$ cat src/rtl/kvt_pkg.sv
`timescale 1ns / 1ps
// ----------------------------------------------------------------------------
// kvt_pkg
// Shared constants and types of the key-value get/set table.
// ----------------------------------------------------------------------------
package kvt_pkg;

  // table size and derived widths
  localparam int unsigned TABLE_ENTRIES = 64;
  localparam int unsigned IDX_W = (TABLE_ENTRIES > 1) ? $clog2(TABLE_ENTRIES) : 1;
  localparam logic [IDX_W-1:0] LAST_IDX = IDX_W'(TABLE_ENTRIES - 1);

  // field widths
  localparam int unsigned OP_W  = 8;
  localparam int unsigned KEY_W = 32;
  localparam int unsigned VAL_W = 64;

  // request opcodes
  localparam logic [OP_W-1:0] OP_GET = 8'h00;
  localparam logic [OP_W-1:0] OP_SET = 8'h01;

  // get status codes
  localparam logic ST_HIT  = 1'b0;
  localparam logic ST_MISS = 1'b1;

  // command queue between front and back
  localparam int unsigned QUEUE_DEPTH = 2;
  localparam int unsigned QPTR_W = (QUEUE_DEPTH > 1) ? $clog2(QUEUE_DEPTH) : 1;
  localparam int unsigned QCNT_W = $clog2(QUEUE_DEPTH + 1);
  localparam logic [QPTR_W-1:0] QLAST = QPTR_W'(QUEUE_DEPTH - 1);

  typedef enum logic {
    CMD_GET,
    CMD_SET
  } cmd_op_e;

  typedef struct packed {
    cmd_op_e          op;
    logic [KEY_W-1:0] key;
    logic [VAL_W-1:0] value_lo;
    logic [VAL_W-1:0] value_hi;
  } cmd_t;

endpackage

$ cat src/rtl/kvt_if.sv
`timescale 1ns / 1ps
// ----------------------------------------------------------------------------
// kvt_if
// Request and response channels of the key-value get/set table.
// ----------------------------------------------------------------------------
interface kvt_req_if;
  logic                        valid;
  logic                        ready;
  logic [kvt_pkg::OP_W-1:0]    req_type;
  logic [kvt_pkg::KEY_W-1:0]   key;
  logic [kvt_pkg::VAL_W-1:0]   value_lo;
  logic [kvt_pkg::VAL_W-1:0]   value_hi;

  modport source (output valid, output req_type, output key, output value_lo,
                  output value_hi, input ready);
  modport sink   (input valid, input req_type, input key, input value_lo,
                  input value_hi, output ready);
endinterface


$ cat src/rtl/kvt_front.sv
`timescale 1ns / 1ps
// ----------------------------------------------------------------------------
// kvt_front
// Accepts requests, drops unknown opcodes and queues get/set commands.
// ----------------------------------------------------------------------------
module kvt_front (
  input  logic          clk_i,
  input  logic          rst_ni,
  kvt_req_if.sink       req_i,
  output logic          cmd_valid_o,
  input  logic          cmd_ready_i,
  output kvt_pkg::cmd_t cmd_o
);

  kvt_pkg::cmd_t              q_mem_q [kvt_pkg::QUEUE_DEPTH];
  logic [kvt_pkg::QPTR_W-1:0] wr_ptr_q, wr_ptr_d;
  logic [kvt_pkg::QPTR_W-1:0] rd_ptr_q, rd_ptr_d;
  logic [kvt_pkg::QCNT_W-1:0] cnt_q, cnt_d;
  logic                       known;
  logic                       push;
  logic                       pop;
  kvt_pkg::cmd_t              cmd_new;

  // classify the opcode
  always_comb begin
    known  = 1'b0;
    cmd_new.op       = kvt_pkg::CMD_GET;
    cmd_new.key      = req_i.key;
    cmd_new.value_lo = req_i.value_lo;
    cmd_new.value_hi = req_i.value_hi;
    unique case (req_i.req_type)
      kvt_pkg::OP_GET: begin
        known      = 1'b1;
        cmd_new.op = kvt_pkg::CMD_GET;
      end
      kvt_pkg::OP_SET: begin
        known      = 1'b1;
        cmd_new.op = kvt_pkg::CMD_SET;
      end
      default: begin
        known = 1'b0;
      end
    endcase
  end

  assign req_i.ready = (cnt_q != kvt_pkg::QCNT_W'(kvt_pkg::QUEUE_DEPTH));
  assign push        = req_i.valid && req_i.ready && known;
  assign cmd_valid_o = (cnt_q != '0);
  assign pop         = cmd_valid_o && cmd_ready_i;
  assign cmd_o       = q_mem_q[rd_ptr_q];

  always_comb begin
    wr_ptr_d = wr_ptr_q;
    rd_ptr_d = rd_ptr_q;
    cnt_d    = cnt_q;
    if (push) begin
      wr_ptr_d = (wr_ptr_q == kvt_pkg::QLAST) ? '0 : wr_ptr_q + 1'b1;
    end
    if (pop) begin
      rd_ptr_d = (rd_ptr_q == kvt_pkg::QLAST) ? '0 : rd_ptr_q + 1'b1;
    end
    if (push && !pop) begin
      cnt_d = cnt_q + 1'b1;
    end else if (pop && !push) begin
      cnt_d = cnt_q - 1'b1;
    end
  end

  always_ff @(posedge clk_i or negedge rst_ni) begin
    if (!rst_ni) begin
      wr_ptr_q <= '0;
      rd_ptr_q <= '0;
      cnt_q    <= '0;
    end else begin
      wr_ptr_q <= wr_ptr_d;
      rd_ptr_q <= rd_ptr_d;
      cnt_q    <= cnt_d;
    end
  end

  always_ff @(posedge clk_i) begin
    if (push) begin
      q_mem_q[wr_ptr_q] <= cmd_new;
    end
  end

endmodule

$ cat src/flat_wrapper.sv
// flat-port wrapper written by rule: the top's interface ports become plain ports
module kvt_front_flat 
  (clk_i, rst_ni, cmd_valid_o, cmd_ready_i, cmd_o, req_i_valid, req_i_req_type, req_i_key, req_i_value_lo, req_i_value_hi, req_i_ready);
  kvt_req_if req_i_i ();
  input  logic clk_i;
  input  logic rst_ni;
  output logic cmd_valid_o;
  input  logic cmd_ready_i;
  output kvt_pkg::cmd_t cmd_o;
  input wire logic [$bits(req_i_i.valid)-1:0] req_i_valid;
  input wire logic [$bits(req_i_i.req_type)-1:0] req_i_req_type;
  input wire logic [$bits(req_i_i.key)-1:0] req_i_key;
  input wire logic [$bits(req_i_i.value_lo)-1:0] req_i_value_lo;
  input wire logic [$bits(req_i_i.value_hi)-1:0] req_i_value_hi;
  output wire logic [$bits(req_i_i.ready)-1:0] req_i_ready;
  assign req_i_i.valid = req_i_valid;
  assign req_i_i.req_type = req_i_req_type;
  assign req_i_i.key = req_i_key;
  assign req_i_i.value_lo = req_i_value_lo;
  assign req_i_i.value_hi = req_i_value_hi;
  assign req_i_ready = req_i_i.ready;
  kvt_front u_core (.clk_i(clk_i), .rst_ni(rst_ni), .req_i(req_i_i), .cmd_valid_o(cmd_valid_o), .cmd_ready_i(cmd_ready_i), .cmd_o(cmd_o));
endmodule
$ cat config.mk
export PLATFORM = sky130hd
export DESIGN_NAME = kvt_front_flat
export DESIGN_NICKNAME = d
export VERILOG_FILES = /design/src/rtl/kvt_pkg.sv /design/src/rtl/kvt_if.sv /design/src/rtl/kvt_front.sv /design/src/flat_wrapper.sv
export SDC_FILE = /design/constraint.sdc
export NUM_CORES = 1
export LEC_CHECK = 0
export BUFFER_PORTS_ARGS = -buffer_cell sky130_fd_sc_hd__buf_2
export CORE_AREA = 2 2 154 156
export CTS_BUF_LIST = sky130_fd_sc_hd__clkbuf_2 sky130_fd_sc_hd__clkbuf_4 sky130_fd_sc_hd__clkbuf_8
export DETAILED_ROUTE_END_ITERATION = 10
export DIE_AREA = 0 0 156 158
export GPL_TIMING_DRIVEN = 1
export HOLD_SLACK_MARGIN = 0.08
export PLACE_DENSITY = 0.89
export REMOVE_ABC_BUFFERS = 1
export SYNTH_ARGS = -nofsm -noshare
export SYNTH_HDL_FRONTEND = slang
export SYNTH_SLANG_ARGS = --single-unit
export TNS_END_PERCENT = 50
$ cat constraint.sdc
create_clock -name clk_i -period 10.6 [get_ports clk_i]
set_input_delay 0 -clock clk_i [delete_from_list [all_inputs] [get_ports clk_i]]
set_output_delay 0 -clock clk_i [all_outputs]
set_load 0.02 [all_outputs]
### Yosys cells after proc, flatten, opt, wreduce, memory -nomap -nowiden

Memories as Yosys holds them, arrays and structs flattened.
Cells that the tools add are included.

| storage, ports and cells | value |
|---|---|
| register bits after elaboration | 4 |
| latch bits | 0 |
| memory bits (writable) | 322 |
| memory bits (read-only) | 0 |
| input port bits | 172 |
| output and inout port bits | 163 |
| logic and storage cells | 29 |
| memories | 1 |

Memories:

| name | depth | width | rd ports | clocked after Yosys merged registers in | write ports | RTL line | text |
|---|---|---|---|---|---|---|---|
| u_core.q_mem_q | 2 | 161 | 1 | 0 | 1 | kvt_front.sv:15 | `kvt_pkg::cmd_t q_mem_q [kvt_pkg::QUEUE_DEPTH];` |

| operators by class | value |
|---|---|
| add/subtract/negate cells | 4 |
| multipliers | 0 |
| div/mod/pow operators | 0 |
| $lt $le $gt $ge | 0 |
| equal/unequal tests | 2 |
| shift-type cells | 0 |
| multiplexer cells | 8 |
| bitwise gates (word level) | 0 |
| reductions and logical operators | 11 |

Operator list:

| operator | count |
|---|---|
| 8-bit by 1-bit equality test with 1-bit output, second input constant | 1 |
| 8-bit logical NOT | 1 |
| 1-bit two-way mux | 6 |
| 1-bit logical AND | 5 |
| 2-bit two-way mux | 2 |
| 2-bit nonzero test | 2 |
| 1-bit adder, second input constant | 2 |
| 2-bit by 1-bit adder with 2-bit output, second input constant | 1 |
| 1-bit logical NOT | 2 |
| 2-bit inequality test, second input constant | 1 |
| 2-bit OR reduction | 1 |
| 2-bit by 1-bit subtractor with 2-bit output, second input constant | 1 |

### Longest topological paths before layout

Gate-level depths: netlist of the first run.

| logic depth | value |
|---|---|
| depth in word-level cells | 8 |
| gate-level depth with buffers | 7 |

### Worst setup path before layout of the first run

Ideal clock, no wire load.

| timing | value |
|---|---|
| path kind | reg-to-reg |
| start | register u_core.cnt_q[0] (netlist name) |
| end | memory u_core.q_mem_q[0][0] (netlist name), enable pin |
| setup time | 0.685 ns |
| data arrival time | 7.572 ns |
| data required time | 9.915 ns |
| slack | 2.343 ns |
| cell stages (with the launch flop) | 4 |
| buffers on the path | 0 |
| clock period less this slack | 8.257 ns |
| path through | dfrtp_1 > nand2b_1 > nand4_1 > nor2_1 |

| between the ends | value |
|---|---|
| word-level cells in the longest chain between the ends | 5 |

Ends and longest elaborated chain:

| what | RTL line | text |
|---|---|---|
| start, declared | kvt_front.sv:18 | `logic [kvt_pkg::QCNT_W-1:0] cnt_q, cnt_d;` |
| start signal, assigned | kvt_front.sv:77 | `cnt_q <= cnt_d;` |
| 2-bit inequality test | kvt_front.sv:46 | `assign req_i.ready = (cnt_q != kvt_pkg::QCNT_W'(kvt_pkg::QUEUE_DEPTH));` |
| named net req_i_ready | flat_wrapper.sv:15 | `output wire logic [$bits(req_i_i.ready)-1:0] req_i_ready;` |
| 1-bit logical AND (2 in series) | kvt_front.sv:47 | `assign push = req_i.valid && req_i.ready && known;` |
| 1-bit two-way mux | kvt_front.sv:82 | `if (push) begin` |
| 1-bit two-way mux (not written as such) | kvt_front.sv:83 | `q_mem_q[wr_ptr_q] <= cmd_new;` |
| end, declared | kvt_front.sv:15 |  |

The timed path passes the listed nets, and every way through them passes these cells.

### Worst setup path in the final report of the first run

| timing | value |
|---|---|
| start | input req_i_req_type[4] |
| end | memory u_core.q_mem_q[1][109] (netlist name), enable pin |

| between the ends | value |
|---|---|
| word-level cells in the longest chain between the ends | 6 |
| elaborated cells on any way between the ends | 7 |

Ends and longest elaborated chain:

| what | RTL line | text |
|---|---|---|
| start, declared | flat_wrapper.sv:11 | `input wire logic [$bits(req_i_i.req_type)-1:0] req_i_req_type;` |
| 8-bit by 1-bit equality test with 1-bit output / 8-bit logical NOT (equally long branches) | kvt_front.sv:31 | `unique case (req_i.req_type)` |
| 2-bit OR reduction (no source line) * | -- |  |
| 1-bit two-way mux * | kvt_front.sv:31 |  |
| 1-bit logical AND * | kvt_front.sv:47 |  |
| 1-bit two-way mux * | kvt_front.sv:82 |  |
| 1-bit two-way mux (not written as such) * | kvt_front.sv:83 |  |

Every way passes the cells marked *; elsewhere a longest branch is shown, timed or not.

==> flow_summary.ini, run 1 <==
[critical_path]
crit_family = buffers and inverters
cp.required_ns = 10.74
r2r-start = u_core.cnt_q[0]
path_max_fanout = 77
worst-path-buf-inv = 5
rrSetupSlack_ns = 7.12
critPathSlowestCell = buf_4
end_kind = register
crit_path_start_kind = input port
reg2regPathDepth = 5
reg2reg_to = u_core.q_mem_q[1][109]
crit_type = input port to register
arrival_ns = 4.19
path_cells = dlygate4sd3_1 -> buf_2 -> nor4_1 -> dlygate4sd3_1 -> nand4_1 -> nor2_4 -> buf_4 -> buf_4
slowest_delay_ns = 0.93

[routing]
vias_per_cell = 5.028
wl_per_cell_microns = 20.00
totalWireLength_mm = 27.98
drc = 0
route.vias.total = 7034
drt_iter0_drc = 403
postRouteAntennaNets = 0
drtPass1Iterations = 4

[placement]
dp_hpwl_mm = 15.30
place.gp.congestion = 0.7517
placedInstanceArea_sq_mm = 0.01410
dp.cells = 1135
io_buffers = 334
preCtsSetupSlack_ns = 7.102

[finish]
postLayoutCellArea_sq_mm = 0.01683
instances_no_fill = 1399
area_delta_synth_final_pct = 38.54
drive_gt1_share_pct = 52.66
finalNetCount = 1239
fillerInstances = 1272

[run_status]
status = finished, final reports clean

[sta]
hold_slack_ns = 0.1564
fmax_mhz = 246.9
relSlewSlack_pct = 26.13
hold_viol_final = 0
rsz0062_at_grt = false
setup_viol = 0
tightest_slew_ns = 1.108
fin_crit_ns = 4.050
final.setup.worst_slack_ns = 6.550
tns_ns = 0
post-route-period-util_pct = 38.20
finalMaxSlewViolations = 0
skew_ns = 0.02534

[job]
cap_violations = 0

[synthesis]
synth.distinct_cells = 18
synthArstFlopShare_pct = 1.227
avgSynthCellArea_sq_um = 23.23
yosys-top-cells-area = edfxtp_1 (80%), mux2_4 (9.9%), mux2_2 (7.5%)
synth_top_area_share_pct = 79.58
netlist_instances = 523
synth_area_sq_mm = 0.01215
synth_most_common_cell = edfxtp_1
synthFlopType = edfxtp_1
synth_edf_count = 322
ys_warn_count = 0
yosys_register_bits = 326
yosysSeqAreaShare_pct = 80.40
synth_largest_area_cell = edfxtp_1
synth_common_cells = edfxtp_1 (322), mux2_2 (81), mux2_4 (80)

[floorplanning]
die_h_microns = 158
start_util_pct = 52.71
core-area_sq_mm = 0.02305
ios = 335
dieArea_sq_mm = 0.02465
dieWidth_microns = 156
row_count = 56

[pwr]
ir_drop_uv = 143.5
leakagePower_nw = 6.568
power.density_mw_per_mm2 = 206.4

[cts]
htreeDepth = 2
post_cts_buffers = 0
clock-sinks = 326
cts_root_buf = clkbuf_8
cts-buffers-inserted = 50
cts_tree = yes
clk_pin_slew_ns = 0.06
clk-insertion-delay-late_ns = 0.54
clockBufferDepth = 3

[global_routing]
grt_pass1_vias = 7604
grt-ovfl-total = 0
grt_max_degree = 82
grt_pass1_wl_mm = 40.74
track_usage_pct = 21.83
antenna_found_initial = 1

[hold_path]
min_path_type = input port to register
min-delay-start = req_i_req_type[1]
holdPathEnd = u_core.q_mem_q[1][69]
whs_path_depth = 4
[state kept, by name (all words and copies together) (netlist names)]
name and flops:
u_core.rd_ptr_q 1, u_core.cnt_q 2, u_core.q_mem_q 322, u_core.wr_ptr_q 1
[worst max path at each step]
| stage | cells after the start | start | to | slack (ns) |
|---|---|---|---|---|
| 2_1_floorplan | 3 | u_core.cnt_q[0] | u_core.q_mem_q[0][0] | 2.34 |
| 3_3_place_gp | 5 | u_core.cnt_q[0] | u_core.q_mem_q[1][24] | 7.25 |
| 3_5_place_dp | 6 | req_i_req_type[5] | u_core.q_mem_q[1][109] | 7.10 |
| 4_1_cts | 8 | req_i_req_type[4] | u_core.q_mem_q[1][130] | 6.73 |
| 5_1_grt | 8 | req_i_req_type[4] | u_core.q_mem_q[1][109] | 6.35 |
| 6_report | 8 | req_i_req_type[4] | u_core.q_mem_q[1][109] | 6.55 |
[placed cells by master, fill, tap and decap left out, types with 2 or more instances in the layout]
master           n
clkbuf_4        13
xor2_1           2
buf_2          334
clkinv_1        15
buf_4            6
inv_1            2
bufinv_16        2
dlygate4sd3_1  169
mux2_2          81
mux2_4          80
xnor2_1          3
diode_2          2
clkinv_2         4
nor2_4           2
edfxtp_1       322
clkbuf_8        58
dfrtp_1          3
[where the power goes]
group | total (W) | internal, W | switching, W
Clock | 0.00106 | 0.000594 | 0.000462
Combinational | 0.000930 | 0.000455 | 0.000476
Sequential | 0.00149 | 0.00143 | 0.0000630
[worst register-to-register path, delay by kind of cell, from the launching register on]
family	cells	cell delay, ns
buf+inv	2	1.75
flops	1	0.44
simple gates	3	0.83
[cell type report]
class	count	area [sq um]	share of cell area, %
well taps	290	362.8	2.155
clock inverters	22	145.1	0.8622
diodes	2	5.005	0.02973
clock buffers	71	895.9	5.322
inverters	2	7.507	0.04460
repair buffers	509	3408	20.25
flip-flops and latches	326	9773	58.06
multi-input cells	177	2236	13.28
[stage by stage]
stage / utilization, % / power (W)
floorplan: - / 0.002232
global placement: 61.15 / 0.002379
detailed placement: 61.15 / 0.002387
CTS: 73.00 / 0.003480
global route: 73.01 / 0.003609
finish: 73.02 / 0.003474
[kinds of logic (layout without fill, tap and decap cells)]
group / Yosys count / count (layout) / share of synthesized area (%)
XOR/XNOR: 5 / 5 / 0.3605
adder cells (fa/ha/maj): 1 / 1 / 0.1030
buffers and inverters: 20 / 604 / 1.318
flip-flops: 326 / 326 / 80.40
multiplexers: 161 / 161 / 17.39
other: 0 / 2 / 0
AND/OR/NAND/NOR: 10 / 10 / 0.4223
[per-layer routing]
layer / GRT usage, % / part of all wire, % / routed length (microns)
met1: 23.96 / 36 / 10140
met5: 0 / 0 / 0
met3: 5.612 / 6.6 / 1844
met4: 8.126 / 2.5 / 688
met2: 40.79 / 55 / 15310
[repair_timing]
action                    4_1_cts  5_1_grt
gates resized for setup         0        0
hold buffers                  169        0
hold endpoints to repair      330        0
(Power assumes the default switching activity.)
==> run 2: changes to the inputs <==
Clock period 10.6 ns to 3.95 ns, I/O delays scaled along.
==> run 2 against run 1 <==
Against the previous run:
- sequential share of layout area increased by 0.095 points
- critical endpoint is now u_core.q_mem_q[1][90]
- total power increased to 2.6 times the previous value
- largest cell class unchanged
- sequential power increased to 2.6 times the previous value
- register-to-register slack got worse by 5.4 ns
- highest routed layer unchanged
- first-iteration DRC count decreased by 7.2%
- final cell count decreased by 0.50%
- hold slack improved by 0.011 ns
- design area decreased by 0.16%
- worst setup slack got worse by 5.3 ns
==> flow_summary.ini, run 2 (synthesized netlist as in run 1, its figures left out) <==
[placement]
place.gp.congestion = 0.7603
dp_hpwl_mm = 15.20
dp.cells = 1135
preCtsSetupSlack_ns = 1.787
io_buffers = 334

[critical_path]
path_max_fanout = 79
r2r-start = u_core.cnt_q[0]
end_kind = register
cp.required_ns = 4.12
crit_path_start_kind = input port
arrival_ns = 2.85
crit_type = input port to register
crit_path_start = req_i_req_type[4]

[sta]
fin_crit_ns = 2.679
skew_ns = 0.02380
relSlewSlack_pct = 60.53
tns_ns = 0
hold_viol_final = 0
post-route-period-util_pct = 67.81
tightest_slew_ns = 0.5920
rsz0062_at_grt = false
final.setup.worst_slack_ns = 1.271
fmax_mhz = 373.3
setup_viol = 0
finalMaxSlewViolations = 0

[routing]
top_layer_used = met4
route.vias.total = 6979
postRouteAntennaNets = 0
routedLengthMet1_mm = 9.757
drc = 0
wl_met3_mm = 1.929
drtPass1Iterations = 4
totalWireLength_mm = 27.86
wl_per_cell_microns = 20.01
vias_per_cell = 5.014
drt_iter0_drc = 374
wl_met2_mm = 15.33

[cts]
clk_pin_slew_ns = 0.06
cts_resized = 0
clock-sinks = 326
htreeDepth = 2
clockBufferDepth = 3
cts-buffers-inserted = 51
cts_root_buf = clkbuf_8
cts_tree = yes
clk-insertion-delay-late_ns = 0.55

[finish]
top_regs = u_core.q_mem_q (322), u_core.cnt_q (2)
largest_reg_flops = 322
final_common_cell = buf_2
drive_gt1_share_pct = 52.59
fillerInstances = 1287
instances_no_fill = 1392
final_cell_mix = buf_2 (334), edfxtp_1 (322), dlygate4sd3_1 (169), mux2_2 (81), mux2_4 (80)
finalNetCount = 1240
post-route-util_pct = 72.90
area_delta_synth_final_pct = 38.32
regMostFlops = u_core.q_mem_q

[run_status]
status = finished, final reports clean

[global_routing]
grt_pass1_wl_mm = 40.19
track_usage_pct = 21.62
grt_max_degree = 85
grt_pass1_vias = 7585
antenna_found_initial = 1
grt-ovfl-total = 0

[floorplanning]
die_h_microns = 158
dieWidth_microns = 156
core-area_sq_mm = 0.02305
start_util_pct = 52.71
dieArea_sq_mm = 0.02465
row_count = 56
ios = 335

[pwr]
leakagePower_nw = 6.543
ir_drop_uv = 372.9
power.density_mw_per_mm2 = 543.5

[hold_path]
min-delay-start = req_i_value_hi[21]
min_path_type = input port to register

[job]
cap_violations = 0
==> run 2: cell count changes in the layout (fill, tap and decap cells not counted), sizes merged <==
| cell | change |
|---|---|
| clkbuf | -5 |
| bufinv | -1 |
| diode | -1 |
==> run 2: worst max-delay path, cell delays in order <==
cell and delay (ns):
dlygate4sd3_1 0.54, buf_2 0.13, nor4_1 0.29, dlygate4sd3_1 0.62
nand4_1 0.29, nor2_4 0.47, buf_12 0.42
==> run 2: cell type report <==
class | instances | area, sq um | share of cell area [%]
Sequential cell | 326 | 9773 | 58.15
Inverter | 2 | 7.507 | 0.04467
Antenna cell | 1 | 2.502 | 0.01489
Multi-Input combinational cell | 177 | 2236 | 13.30
Clock inverter | 21 | 113.9 | 0.6775
Tap cell | 290 | 362.8 | 2.159
Timing Repair Buffer | 509 | 3483 | 20.73
Clock buffer | 66 | 827.0 | 4.921
==> run 2: final timing paths <==
| path | end | slack (ns) | depth (start not counted) |
|---|---|---|---|
| worst max-delay path | u_core.q_mem_q[1][90] | 1.27 | 7 |
| worst min-delay path | u_core.q_mem_q[0][21] | 0.17 | 2 |
| worst max register to register | u_core.q_mem_q[1][90] | 1.72 | 4 |
| worst min register to register | u_core.cnt_q[1] | 0.50 | 1 |
| max in group asynchronous | u_core.rd_ptr_q | 3.36 | 3 |
| min in group asynchronous | u_core.wr_ptr_q | 0.38 | 3 |
==> run 2: repair_timing <==
| item | in CTS | in global routing |
|---|---|---|
| hold buffers | 169 | 0 |
| buffers inserted | 0 | 0 |
| hold endpoints to repair | 330 | 0 |
==> run 2: through the flow <==
step / area, sq um / hold WS (ns) / power [W]
after floorplan: 12000 / -0.2956 / 0.005759
after global placement: 14170 / -0.1853 / 0.006379
after detailed placement: 14170 / -0.1834 / 0.006399
after CTS: 16800 / 0.1325 / 0.009140
after global routing: 16810 / 0.1478 / 0.009473
final: 16810 / 0.1678 / 0.009134
==> run 2: metal layers <==
layer	GRT usage, %	vias up
met5	0	-
met4	8.475	0
met3	6.433	69
met2	41.26	297
met1	22.16	3432
li1	-	3181
==> run 2: power by group <==
group | internal, W | switching [W] | total (W)
Clock | 0.00142 | 0.00122 | 0.00264
Combinational | 0.00123 | 0.00133 | 0.00256
Sequential | 0.00383 | 0.000105 | 0.00393
